===== config.mk =====
export PLATFORM = sky130hd
export DESIGN_NAME = color_key_blit_writer_flat
export DESIGN_NICKNAME = d
export VERILOG_FILES = /design/src/ckbw_pkg.sv /design/src/ckbw_in_if.sv /design/src/ckbw_out_if.sv /design/src/color_key_blit_writer.sv /design/src/ckbw_front.sv /design/src/ckbw_queue.sv /design/src/ckbw_back.sv /design/src/flat_wrapper.sv
export SDC_FILE = /design/constraint.sdc
export NUM_CORES = 1
export LEC_CHECK = 0
export ABC_AREA = 0
export BUFFER_PORTS_ARGS = -buffer_cell sky130_fd_sc_hd__buf_4
export CAP_MARGIN = 40
export CORE_ASPECT_RATIO = 2
export CORE_MARGIN = 1.5
export CORE_UTILIZATION = 56
export DETAILED_ROUTE_END_ITERATION = 6
export PLACE_DENSITY_LB_ADDON = 0.25
export SETUP_SLACK_MARGIN = 0.05
export SYNTH_ARGS = -nofsm -noshare
export SYNTH_HDL_FRONTEND = slang
export SYNTH_SLANG_ARGS = --single-unit

===== constraint.sdc =====
create_clock -name clk -period 6.4 [get_ports clk]
set_input_delay 1.28 -clock clk [delete_from_list [all_inputs] [get_ports clk]]
set_output_delay 1.28 -clock clk [all_outputs]
set_load 0.005 [all_outputs]

===== src/ckbw_pkg.sv =====
package ckbw_pkg;

  // Field and register widths
  localparam int SIDE_W     = 13;
  localparam int KEY_W      = 24;
  localparam int PIXEL_W    = 32;
  localparam int INDEX_W    = 24;
  localparam int CFG_IDX_W  = 3;
  localparam int CFG_DATA_W = 24;

  // Depth of the queue between the classifier and the address stage
  localparam int QUEUE_DEPTH = 4;

  // Register indexes of the configuration port
  localparam logic [CFG_IDX_W-1:0] REG_DEST_WIDTH  = 3'd0;
  localparam logic [CFG_IDX_W-1:0] REG_DEST_HEIGHT = 3'd1;
  localparam logic [CFG_IDX_W-1:0] REG_ORIGIN_X    = 3'd2;
  localparam logic [CFG_IDX_W-1:0] REG_ORIGIN_Y    = 3'd3;
  localparam logic [CFG_IDX_W-1:0] REG_COPY_WIDTH  = 3'd4;
  localparam logic [CFG_IDX_W-1:0] REG_COPY_HEIGHT = 3'd5;
  localparam logic [CFG_IDX_W-1:0] REG_KEY_COLOR   = 3'd6;
  localparam logic [CFG_IDX_W-1:0] REG_KEY_ENABLE  = 3'd7;

  // Reset values of the registers
  localparam logic [SIDE_W-1:0] RST_DEST_WIDTH  = 13'd640;
  localparam logic [SIDE_W-1:0] RST_DEST_HEIGHT = 13'd480;
  localparam logic [SIDE_W-1:0] RST_COPY_SIDE   = 13'd1;

  // One classified pixel waiting for its address
  typedef struct packed {
    logic [PIXEL_W-1:0] pixel;
    logic               in_dest;
    logic               write_en;
    logic               last;
    logic [SIDE_W-1:0]  dx;
    logic [SIDE_W-1:0]  dy;
  } queue_entry_t;

endpackage


===== src/ckbw_in_if.sv =====
interface ckbw_in_if;
  logic                         valid;
  logic                         ready;
  logic [ckbw_pkg::PIXEL_W-1:0] src_pixel;

  modport source (output valid, output src_pixel, input ready);
  modport sink (input valid, input src_pixel, output ready);
endinterface


===== src/ckbw_out_if.sv =====
interface ckbw_out_if;
  logic                         valid;
  logic                         ready;
  logic [ckbw_pkg::INDEX_W-1:0] dest_index;
  logic [ckbw_pkg::PIXEL_W-1:0] pixel_out;
  logic                         write_enable;
  logic                         last_pixel;

  modport source (output valid, output dest_index, output pixel_out,
                  output write_enable, output last_pixel, input ready);
  modport sink (input valid, input dest_index, input pixel_out,
                input write_enable, input last_pixel, output ready);
endinterface


===== src/color_key_blit_writer.sv =====
// Channel     Dir  Payload                                            Handshake
// pixels_in   in   src_pixel[31:0]                                    valid/ready
// writes_out  out  dest_index[23:0] pixel_out[31:0] write_enable      valid/ready
//                  last_pixel
// cfg         in   cfg_index[2:0] cfg_data[23:0]                      cfg_write
//
// One word per clock sustained while writes_out is ready; an accepted word is
// written into the queue, and its multiply-add result is then loaded into the
// output register that drives writes_out.
// A four-entry queue between the classifier and the address stage absorbs stalls,
// so pixels_in stays ready until the queue fills.
// Synchronous reset clears the window position, the queue and the output valid,
// and restores the register defaults.
module color_key_blit_writer #(
  parameter int MAX_SIDE = 4096
) (
  input  logic                            clk,
  input  logic                            rst,
  input  logic                            cfg_write,
  input  logic [ckbw_pkg::CFG_IDX_W-1:0]  cfg_index,
  input  logic [ckbw_pkg::CFG_DATA_W-1:0] cfg_data,
  ckbw_in_if.sink                         pixels_in,
  ckbw_out_if.source                      writes_out
);

  ckbw_pkg::queue_entry_t      push_entry;
  ckbw_pkg::queue_entry_t      pop_entry;
  logic                        push;
  logic                        q_full;
  logic                        pop;
  logic                        pop_valid;
  logic [ckbw_pkg::SIDE_W-1:0] dest_pitch;

  // Accept and classify
  ckbw_front #(
    .MAX_SIDE (MAX_SIDE)
  ) u_front (
    .clk        (clk),
    .rst        (rst),
    .cfg_write  (cfg_write),
    .cfg_index  (cfg_index),
    .cfg_data   (cfg_data),
    .pixels_in  (pixels_in),
    .q_full     (q_full),
    .push       (push),
    .entry      (push_entry),
    .dest_pitch (dest_pitch)
  );

  // Decouple front from back
  ckbw_queue u_queue (
    .clk        (clk),
    .rst        (rst),
    .push       (push),
    .push_entry (push_entry),
    .full       (q_full),
    .pop        (pop),
    .pop_valid  (pop_valid),
    .pop_entry  (pop_entry)
  );

  // Compute address and drive the result
  ckbw_back u_back (
    .clk        (clk),
    .rst        (rst),
    .q_valid    (pop_valid),
    .q_entry    (pop_entry),
    .pop        (pop),
    .dest_pitch (dest_pitch),
    .writes_out (writes_out)
  );

endmodule


===== src/ckbw_front.sv =====
module ckbw_front #(
  parameter int MAX_SIDE = 4096
) (
  input  logic                            clk,
  input  logic                            rst,
  input  logic                            cfg_write,
  input  logic [ckbw_pkg::CFG_IDX_W-1:0]  cfg_index,
  input  logic [ckbw_pkg::CFG_DATA_W-1:0] cfg_data,
  ckbw_in_if.sink                         pixels_in,
  input  logic                            q_full,
  output logic                            push,
  output ckbw_pkg::queue_entry_t          entry,
  output logic [ckbw_pkg::SIDE_W-1:0]     dest_pitch
);

  localparam int SW      = ckbw_pkg::SIDE_W;
  localparam int CNT_W   = $clog2(MAX_SIDE);
  localparam int WIDE_W  = ((CNT_W > SW) ? CNT_W : SW) + 2;
  localparam int SIDE_MAX = (1 << SW) - 1;
  localparam logic [SW-1:0] SIDE_LIM = SW'((MAX_SIDE > SIDE_MAX) ? SIDE_MAX : MAX_SIDE);

  logic [SW-1:0]               dest_width;
  logic [SW-1:0]               dest_height;
  logic [SW-1:0]               origin_x;
  logic [SW-1:0]               origin_y;
  logic [SW-1:0]               copy_width;
  logic [SW-1:0]               copy_height;
  logic [ckbw_pkg::KEY_W-1:0]  key_color;
  logic                        key_enable;

  logic [CNT_W-1:0]            column_count;
  logic [CNT_W-1:0]            row_count;
  logic [CNT_W-1:0]            column_count_next;
  logic [CNT_W-1:0]            row_count_next;

  logic [SW-1:0]               dw;
  logic [SW-1:0]               dh;
  logic [SW-1:0]               cw;
  logic [SW-1:0]               ch;
  logic signed [WIDE_W-1:0]    dx;
  logic signed [WIDE_W-1:0]    dy;
  logic [WIDE_W-1:0]           row_plus;
  logic [WIDE_W-1:0]           col_plus;
  logic                        in_dest;
  logic                        transparent;
  logic                        row_end;
  logic                        col_end;

  // Write configuration registers
  always_ff @(posedge clk) begin
    if (rst) begin
      dest_width  <= ckbw_pkg::RST_DEST_WIDTH;
      dest_height <= ckbw_pkg::RST_DEST_HEIGHT;
      origin_x    <= '0;
      origin_y    <= '0;
      copy_width  <= ckbw_pkg::RST_COPY_SIDE;
      copy_height <= ckbw_pkg::RST_COPY_SIDE;
      key_color   <= '0;
      key_enable  <= 1'b0;
    end else if (cfg_write) begin
      unique case (cfg_index)
        ckbw_pkg::REG_DEST_WIDTH:  dest_width  <= cfg_data[SW-1:0];
        ckbw_pkg::REG_DEST_HEIGHT: dest_height <= cfg_data[SW-1:0];
        ckbw_pkg::REG_ORIGIN_X:    origin_x    <= cfg_data[SW-1:0];
        ckbw_pkg::REG_ORIGIN_Y:    origin_y    <= cfg_data[SW-1:0];
        ckbw_pkg::REG_COPY_WIDTH:  copy_width  <= cfg_data[SW-1:0];
        ckbw_pkg::REG_COPY_HEIGHT: copy_height <= cfg_data[SW-1:0];
        ckbw_pkg::REG_KEY_COLOR:   key_color   <= cfg_data[ckbw_pkg::KEY_W-1:0];
        ckbw_pkg::REG_KEY_ENABLE:  key_enable  <= cfg_data[0];
        default: ;
      endcase
    end
  end

  // Saturate sides; a zero copy side acts as one, a zero destination side stays empty
  always_comb begin
    dw = (dest_width > SIDE_LIM) ? SIDE_LIM : dest_width;
    dh = (dest_height > SIDE_LIM) ? SIDE_LIM : dest_height;
    cw = (copy_width > SIDE_LIM) ? SIDE_LIM :
         ((copy_width == '0) ? SW'(1) : copy_width);
    ch = (copy_height > SIDE_LIM) ? SIDE_LIM :
         ((copy_height == '0) ? SW'(1) : copy_height);
  end

  // Place the pixel and classify it
  always_comb begin
    dx = WIDE_W'($signed(origin_x)) + $signed(WIDE_W'(column_count));
    dy = WIDE_W'($signed(origin_y)) + $signed(WIDE_W'(row_count));
    in_dest = (dx >= 0) && (dy >= 0) &&
              (dx < $signed(WIDE_W'(dw))) && (dy < $signed(WIDE_W'(dh)));
    transparent = key_enable && (pixels_in.src_pixel[ckbw_pkg::KEY_W-1:0] == key_color);
    row_plus = WIDE_W'(row_count) + WIDE_W'(1);
    col_plus = WIDE_W'(column_count) + WIDE_W'(1);
    row_end = row_plus >= WIDE_W'(ch);
    col_end = col_plus >= WIDE_W'(cw);
  end

  // Advance the window position, column-major
  always_comb begin
    row_count_next    = row_count;
    column_count_next = column_count;
    if (row_end) begin
      row_count_next    = '0;
      column_count_next = col_end ? '0 : col_plus[CNT_W-1:0];
    end else begin
      row_count_next = row_plus[CNT_W-1:0];
    end
  end

  always_ff @(posedge clk) begin
    if (rst) begin
      column_count <= '0;
      row_count    <= '0;
    end else if (push) begin
      column_count <= column_count_next;
      row_count    <= row_count_next;
    end
  end

  // Hand the classified word to the queue
  assign pixels_in.ready = !q_full;
  assign push            = pixels_in.valid && !q_full;
  assign dest_pitch      = dw;

  always_comb begin
    entry.pixel    = pixels_in.src_pixel;
    entry.in_dest  = in_dest;
    entry.write_en = in_dest && !transparent;
    entry.last     = row_end && col_end;
    entry.dx       = dx[SW-1:0];
    entry.dy       = dy[SW-1:0];
  end

  a_last_wraps: assert property (@(posedge clk) disable iff (rst)
    push && entry.last |=> (column_count == '0) && (row_count == '0))
    else $error("window position did not wrap after the last word");

  a_write_in_dest: assert property (@(posedge clk) disable iff (rst)
    push && entry.write_en |-> entry.in_dest &&
      (entry.dx < dw) && (entry.dy < dh))
    else $error("write strobe outside the destination");

endmodule


===== src/ckbw_queue.sv =====
module ckbw_queue (
  input  logic                   clk,
  input  logic                   rst,
  input  logic                   push,
  input  ckbw_pkg::queue_entry_t push_entry,
  output logic                   full,
  input  logic                   pop,
  output logic                   pop_valid,
  output ckbw_pkg::queue_entry_t pop_entry
);

  localparam int DEPTH = ckbw_pkg::QUEUE_DEPTH;
  localparam int PTR_W = $clog2(DEPTH);
  localparam int CNT_W = $clog2(DEPTH + 1);

  ckbw_pkg::queue_entry_t slots [DEPTH];
  logic [PTR_W-1:0] wr_ptr;
  logic [PTR_W-1:0] rd_ptr;
  logic [CNT_W-1:0] count;
  logic             do_pop;

  assign full      = (count == CNT_W'(DEPTH));
  assign pop_valid = (count != '0);
  assign do_pop    = pop && pop_valid;
  assign pop_entry = slots[rd_ptr];

  // Store pushed words
  always_ff @(posedge clk) begin
    if (push) begin
      slots[wr_ptr] <= push_entry;
    end
  end

  // Advance pointers and occupancy
  always_ff @(posedge clk) begin
    if (rst) begin
      wr_ptr <= '0;
      rd_ptr <= '0;
      count  <= '0;
    end else begin
      if (push) begin
        wr_ptr <= (wr_ptr == PTR_W'(DEPTH - 1)) ? '0 : wr_ptr + PTR_W'(1);
      end
      if (do_pop) begin
        rd_ptr <= (rd_ptr == PTR_W'(DEPTH - 1)) ? '0 : rd_ptr + PTR_W'(1);
      end
      if (push && !do_pop) begin
        count <= count + CNT_W'(1);
      end else if (do_pop && !push) begin
        count <= count - CNT_W'(1);
      end
    end
  end

  a_no_overflow: assert property (@(posedge clk) disable iff (rst)
    !(push && full))
    else $error("push into a full queue");

  a_count_bound: assert property (@(posedge clk) disable iff (rst)
    count <= CNT_W'(DEPTH))
    else $error("queue occupancy out of range");

  a_ptr_gap: assert property (@(posedge clk) disable iff (rst)
    (count == '0) || (count == CNT_W'(DEPTH)) |-> (wr_ptr == rd_ptr))
    else $error("queue pointers disagree with occupancy");

endmodule


===== src/ckbw_back.sv =====
module ckbw_back (
  input  logic                        clk,
  input  logic                        rst,
  input  logic                        q_valid,
  input  ckbw_pkg::queue_entry_t      q_entry,
  output logic                        pop,
  input  logic [ckbw_pkg::SIDE_W-1:0] dest_pitch,
  ckbw_out_if.source                  writes_out
);

  localparam int SW    = ckbw_pkg::SIDE_W;
  localparam int SUM_W = 2 * SW + 1;

  logic [2*SW-1:0]  product;
  logic [SUM_W-1:0] sum;
  logic             take;
  logic             out_valid;

  // Linear address: row times pitch plus column
  always_comb begin
    product = q_entry.dy * dest_pitch;
    sum     = SUM_W'(product) + SUM_W'(q_entry.dx);
  end

  // Load the output register when it is empty or being drained
  assign take = !out_valid || writes_out.ready;
  assign pop  = q_valid && take;

  always_ff @(posedge clk) begin
    if (rst) begin
      out_valid <= 1'b0;
    end else if (take) begin
      out_valid <= q_valid;
    end
  end

  always_ff @(posedge clk) begin
    if (pop) begin
      writes_out.dest_index   <= q_entry.in_dest ? sum[ckbw_pkg::INDEX_W-1:0] : '0;
      writes_out.pixel_out    <= q_entry.pixel;
      writes_out.write_enable <= q_entry.write_en;
      writes_out.last_pixel   <= q_entry.last;
    end
  end

  assign writes_out.valid = out_valid;

  a_empty_index: assert property (@(posedge clk) disable iff (rst)
    pop && !q_entry.in_dest |=> (writes_out.dest_index == '0) && !writes_out.write_enable)
    else $error("word outside the destination carries an address");

endmodule

===== src/flat_wrapper.sv =====
// flat-port wrapper written by rule: the top's interface ports become plain ports
module color_key_blit_writer_flat 
#(
  parameter int MAX_SIDE = 4096
)
  (clk, rst, cfg_write, cfg_index, cfg_data, pixels_in_valid, pixels_in_src_pixel, pixels_in_ready, writes_out_valid, writes_out_dest_index, writes_out_pixel_out, writes_out_write_enable, writes_out_last_pixel, writes_out_ready);
  ckbw_in_if pixels_in_i ();
  ckbw_out_if writes_out_i ();
  input  logic clk;
  input  logic rst;
  input  logic cfg_write;
  input  logic [ckbw_pkg::CFG_IDX_W-1:0] cfg_index;
  input  logic [ckbw_pkg::CFG_DATA_W-1:0] cfg_data;
  input wire logic [$bits(pixels_in_i.valid)-1:0] pixels_in_valid;
  input wire logic [$bits(pixels_in_i.src_pixel)-1:0] pixels_in_src_pixel;
  output wire logic [$bits(pixels_in_i.ready)-1:0] pixels_in_ready;
  output wire logic [$bits(writes_out_i.valid)-1:0] writes_out_valid;
  output wire logic [$bits(writes_out_i.dest_index)-1:0] writes_out_dest_index;
  output wire logic [$bits(writes_out_i.pixel_out)-1:0] writes_out_pixel_out;
  output wire logic [$bits(writes_out_i.write_enable)-1:0] writes_out_write_enable;
  output wire logic [$bits(writes_out_i.last_pixel)-1:0] writes_out_last_pixel;
  input wire logic [$bits(writes_out_i.ready)-1:0] writes_out_ready;
  assign pixels_in_i.valid = pixels_in_valid;
  assign pixels_in_i.src_pixel = pixels_in_src_pixel;
  assign pixels_in_ready = pixels_in_i.ready;
  assign writes_out_valid = writes_out_i.valid;
  assign writes_out_dest_index = writes_out_i.dest_index;
  assign writes_out_pixel_out = writes_out_i.pixel_out;
  assign writes_out_write_enable = writes_out_i.write_enable;
  assign writes_out_last_pixel = writes_out_i.last_pixel;
  assign writes_out_i.ready = writes_out_ready;
  color_key_blit_writer #(.MAX_SIDE(MAX_SIDE)) u_core (.clk(clk), .rst(rst), .cfg_write(cfg_write), .cfg_index(cfg_index), .cfg_data(cfg_data), .pixels_in(pixels_in_i), .writes_out(writes_out_i));
endmodule

# Yosys cells after proc, flatten, opt, wreduce, memory -nomap -nowiden
# Memories as Yosys holds them, arrays and structs flattened. A register that Yosys moved wholly into a read port is not among the register bits.
# Cells that the tools add are included.
# W data, S select, Z words.
# word_totals
ramBits	244
elab_cells	97
inputBits	64
regBits	193
n_memories	1
output_inout_bits	60
# memory_table
memory	words	width	rd	rd_ports_with_merged_regs	wr	line	text
u_core.u_queue.slots	4	61	1	1	1	ckbw_queue.sv:16	ckbw_pkg::queue_entry_t slots [DEPTH];
# classes
n_eq_ne	11
n_reduce_logical	31
multipliers	1
n_addsub	9
n_lt_le_gt_ge	10
n_mux	16
# ops
operator	n
$mux W13	6
$gt A13 B13 Y1 const B	4
$add A13 B13 Y14	2
$ge A14 B1 Y1 const B	2
$lt A14 B14 Y1	2
$add A12 B1 Y13 const B	2
$ge A13 B13 Y1	2
$logic_not A13 Y1	2
$add A24 B13 Y24	1
$eq A24 B24 Y1	1
$mul A13 B13 Y24	1
$mux W12	2
$reduce_and A2 Y1	9
$eq A3 B3 Y1 const B	5
$logic_and A1 B1 Y1	11
$mux W2	4
$eq A3 B2 Y1 const B	2
$mux W3	2
$logic_not A1 Y1	5
$add A2 B1 Y2 const B	2
$eq A2 B2 Y1 const B	2
$add A3 B1 Y3 const B	1
$eq A3 B1 Y1 const B	1
$logic_not A3 Y1	1
other kinds (5)	6

# Longest topological paths before layout
# logic_depth
ltp_word	7
depth_mapped	27
mapped_depth_nobuf	25

# Modules after synthesis
# Synthesis repeated with hierarchy kept, for this count alone.
# unflattened
cells_unflattened	2195
area_unflattened_um2	25345.6
# modules_own_cells
mod	cells_each	area_each_um2	instances	seq_area_each_um2
ckbw_queue	363	9327.7	1	7507.2
ckbw_front	1041	8050.2	1	2542.4
ckbw_back	791	7967.6	1	1761.7

# Least setup slack after synthesis
# No wires, ideal clock.
# synth_timing
path_kind	register -> register
startpoint	reg with a tool-made name
endpoint	reg u_core.u_back.writes_out.dest_index[17] (data pin)
setup_ps	266
period_less_slack_ps	6671
setup_slack_ps	-271
required_time_ps	6134
arrival_ps	6405
path_stages_with_launch	27
path_buffers	2
path_cell_list	dfxtp_1 > buf_2 > buf_1 > mux2_2 > o21ai_1 > nor2_1 > fa_1 > inv_1 > fa_1 > inv_1 > fa_1 > inv_1 > fa_1 > inv_1 > fa_1 > inv_1 > fa_1 > inv_1 > ha_1 > o21ai_0 > nor2_1 > a2bb2oi_1 > a41o_1 > or2_2 > a31oi_1 > xor2_1 > nor2_1
# synth_lines
element	line	text
to (signal assigned)	ckbw_back.sv:39	writes_out.dest_index <= q_entry.in_dest ? sum[ckbw_pkg::INDEX_W-1:0] : '0;
to (decl)	ckbw_out_if.sv:9	modport source (output valid, output dest_index, output pixel_out,

==> metrics.md <==
| Metric | Value |
|---|---|
| Status | finished, final reports clean |
| Most frequent CP cell | fa_1 |
| Hold_sp | u_core.u_front.dest_width[8]$_SDFFE_PP0P_ |
| Largest net degree at the start of global routing | 72 |
| Leakage Power | 11.6 nW |
| Fmax | 0.162 GHz |
| # port buffers | 123 |
| CP bufs+invs | 7 |
| Post-DP HPWL | 41,500 microns |
| Finished Core Util | 65.6% |
| # setup viols final | 0 |
| Worst Tran Pin Value | 0.948 ns |
| Startpoint types | register |
| Flop-to-flop setup slack | 0.23 ns |
| Core Area | 43,100 sq um |
| Hold WS | 0.450 ns |
| Layout cells sized above 1 | 17.9% |
| Gate Count Post-Synth | 2,133 |
| Max_cap viols | 0 |
| CP max FO | 7 |
| WL final | 57,200 microns |
| FF+latch count, synth | 439 |
| First-pass GRT wire length | 90,100 microns |
| Most frequent cells in the layout | nand2_1 (356), edfxtp_1 (302), buf_4 (213), inv_1 (177), ha_1 (154) |
| Worst Hold Path EP | u_core.u_front.dest_width[8]$_SDFFE_PP0P_ |
| Routed wire length per instance | 19.6 microns |
| Setup ws final | 0.228 ns |
| Post-synth EDFFs | 302 |
| Relative slew margins | 36.3% |
| Sw Ratio | 37.0% |
| Tcrit/Tclk final | 96.4% |
| Crit-path max cell delay | 0.58 ns |
| # DRC | 0 |
| CP Class | register to register |
| Clk sinks | 439 |
| Hold path depth | 2 |
| Post-CTS Hold Buffers | 0 |
| CP endpoint kind | register |
| Met2 usage | 45.0% |
| H-tree depth | 2 |
| Clk network pwr share | 18.5% |
| Internal power | 8.18 mW |
| Slowest CP cell | fa_1 |
| Pwr Density | 459 nW/um^2 |
| Initial Utilization | 56.5% |
| Fin Clk Skew | 0.0136 ns |
| Yosys warns | 0 |
| Drt first pass iters | 6 |
| Switching pwr | 4.80 mW |
| Crit-path leading delay family | adder cells |
| Reg2Reg Depth | 24 |
| Global Route met1 Usage | 33.9% |
| Vias in the first global route | 16,800 |
| Clock latency on the worst-skew pair | 0.56 ns |
| Minimum clock period | 6.17 ns |
| Max Root-Sink Buffers | 3 |
| Fraction of registers with async set/reset | 0% |
| Routing usage on met3 | 3.31% |
| Final #Nets | 2,689 |
| TritonCTS buffer count | 39 |
| Die height | 298 microns |
| Worst Hold Class | register to register |
| Mean area per synthesized cell | 11.4 sq um |
| Primary FF master, synth | edfxtp_1 |
| Comb power frac | 52.5% |
| Sequential fraction of design power | 29.0% |
| CTS tree | done |
| Clk slew on worst S/H paths | 0.06 ns |
| Pre-CTS setup slack | -0.0511 ns |
| Hold Vio Cnt, Final | 0 |
| Total GRT Usage | 26.3% |
| Syn_nets | 2,490 |
| Syn Std Cell Area | 24,400 sq um |
| Row count | 108 |
| RSZ-0062 raised after global routing | yes |
| Reg-to-Reg End | u_core.u_back.writes_out.dest_index[22]$_SDFFCE_PN0P_ |
| Grt peak-use layer | met2 |
| Vias per cell | 5.67 |
| Root buf cell | clkbuf_16 |
| CP required | 6.70 ns |
| DIE AREA | 44,900 sq um |
| Fin. max-slew vios | 0 |
| Vias | 16,500 |
| Placer's final routability congestion estimate | 0.969 |
| Antenna violations before repair | 1 |
| Top Ports | 124 |
| Iter 0 DRT Violations | 1,182 |
| Die width | 151 microns |
| Register area share after synthesis | 48.5% |
| CP cell instances | buf_8, buf_4, mux2_4, o21ai_4, nor2_2, fa_1, inv_2, fa_1, inv_2, fa_1, fa_1, fa_1, inv_1, fa_1, inv_1, ha_4, a21oi_4, o21ai_2, a311oi_2, o211ai_1, buf_4, a41oi_2, xor2_1, nor2_1 |
| Netlist cell types | 64 |
| Commonest non-fill, non-tap cell in the layout | nand2_1 |
| Area growth syn-to-layout | 16.1% |
| Worst EP arrival | 6.48 ns |
| Worst vdd ir | 678 uV |
| Gr ovfl total | 0 |
| Final ANT Viol Nets | 0 |
## per-layer routing
layer  up-vias  wire length [microns]
met5         -                      0
met4         0                   2170
met3       119                   3410
met2       513                  28900
met1      8139                  22700
li1       7755                      -
## worst max-delay path by stage
stage | endpoint | startpoint | cells past startpoint | slack, ns
after floorplan | u_core.u_back.writes_out.dest_index[17]$_SDFFCE_PN0P_ | register | 27 | 0.06
after global placement | u_core.u_back.writes_out.dest_index[22]$_SDFFCE_PN0P_ | register | 23 | 0.10
after detailed placement | u_core.u_back.writes_out.dest_index[22]$_SDFFCE_PN0P_ | register | 23 | -0.05
after CTS | u_core.u_back.writes_out.dest_index[22]$_SDFFCE_PN0P_ | register | 21 | 0.05
after global routing | u_core.u_back.writes_out.dest_index[23]$_SDFFCE_PN0P_ | register | 24 | -0.02
final | u_core.u_back.writes_out.dest_index[22]$_SDFFCE_PN0P_ | register | 24 | 0.23
## power by group through the flow
| stage | logic [mW] | clock network, mW | registers, mW |
|---|---|---|---|
| detailed placement | 5.97 | 0 | 3.83 |
| CTS | 6.03 | 2.45 | 3.77 |
| global route | 7.60 | 2.55 | 3.80 |
| floorplan | 3.82 | 0 | 3.82 |
| global placement | 5.80 | 0 | 3.83 |
| finish | 6.81 | 2.41 | 3.76 |
## repair_timing
item / in CTS / in global routing
endpoints found under the setup margin: 3 / 11
pin swaps: 2 / 25
buffers inserted: 0 / 18
gates cloned: 0 / 1
gates resized for setup: 4 / 72
## cells by family after synthesis
group	synth area share, %
simple gates	12.0
buf+inv	4.09
flops	48.5
fa+ha+maj	19.1
mux	5.75
compound gates	7.36
xor+xnor	3.27
## worst reg2reg max path, cell delays in order, from the launching register on
cell	delay, ns
dfxtp_4	0.41
buf_8	0.15
buf_4	0.12
mux2_4	0.32
o21ai_4	0.23
nor2_2	0.06
fa_1	0.52
inv_2	0.05
fa_1	0.54
inv_2	0.04
fa_1	0.58
fa_1	0.45
fa_1	0.49
inv_1	0.05
fa_1	0.47
inv_1	0.06
ha_4	0.17
a21oi_4	0.16
o21ai_2	0.09
a311oi_2	0.32
o211ai_1	0.14
buf_4	0.16
a41oi_2	0.13
xor2_1	0.16
nor2_1	0.05
## stage by stage
stage	area (sq um)	std cells	total power [mW]	TNS, ns
2_1_floorplan	24400	2133	7.65	0
3_3_place_gp	26400	2811	9.63	0
3_5_place_dp	26500	2820	9.79	-0.0511
4_1_cts	27800	2892	12.2	0
5_1_grt	28300	2914	14.0	-0.0344
6_report	28300	2914	13.0	0
## area by class of cell
type,instances,area [sq um]
tap,550,688
inverter,188,706
antenna,1,2.50
fill,3261,14800
timing repair buffer,231,1880
multi-input combinational,1433,11900
clock inverter,24,280
sequential,439,11800
clock buffer,48,1030
## registers in the layout, indices dropped and copies added, names as in the netlist, 2 cells and up, named ones only
name / count
u_core.u_back.writes_out.dest_index: 24
u_core.u_back.writes_out.pixel_out: 32
u_core.u_front.column_count: 12
u_core.u_front.copy_height: 13
u_core.u_front.copy_width: 13
u_core.u_front.dest_height: 13
u_core.u_front.dest_width: 13
u_core.u_front.key_color: 24
u_core.u_front.origin_x: 13
u_core.u_front.origin_y: 13
u_core.u_front.row_count: 12
u_core.u_queue.count: 3
u_core.u_queue.rd_ptr: 2
u_core.u_queue.slots: 244
u_core.u_queue.wr_ptr: 2
## cells in the mapped netlist (30+ instances only)
cell type	instances	area, sq um
a21oi_1	147	736
clkbuf_1	56	210
dfxtp_1	137	2740
edfxtp_1	302	9070
fa_1	132	2640
ha_1	161	2010
inv_1	185	694
mux4_2	51	1150
nand2_1	358	1340
nand3_1	33	165
nor2_1	154	578
nor3_1	30	150
o21ai_0	33	165
xnor2_1	47	412
xor2_1	44	385
(Power assumes the default switching activity.)
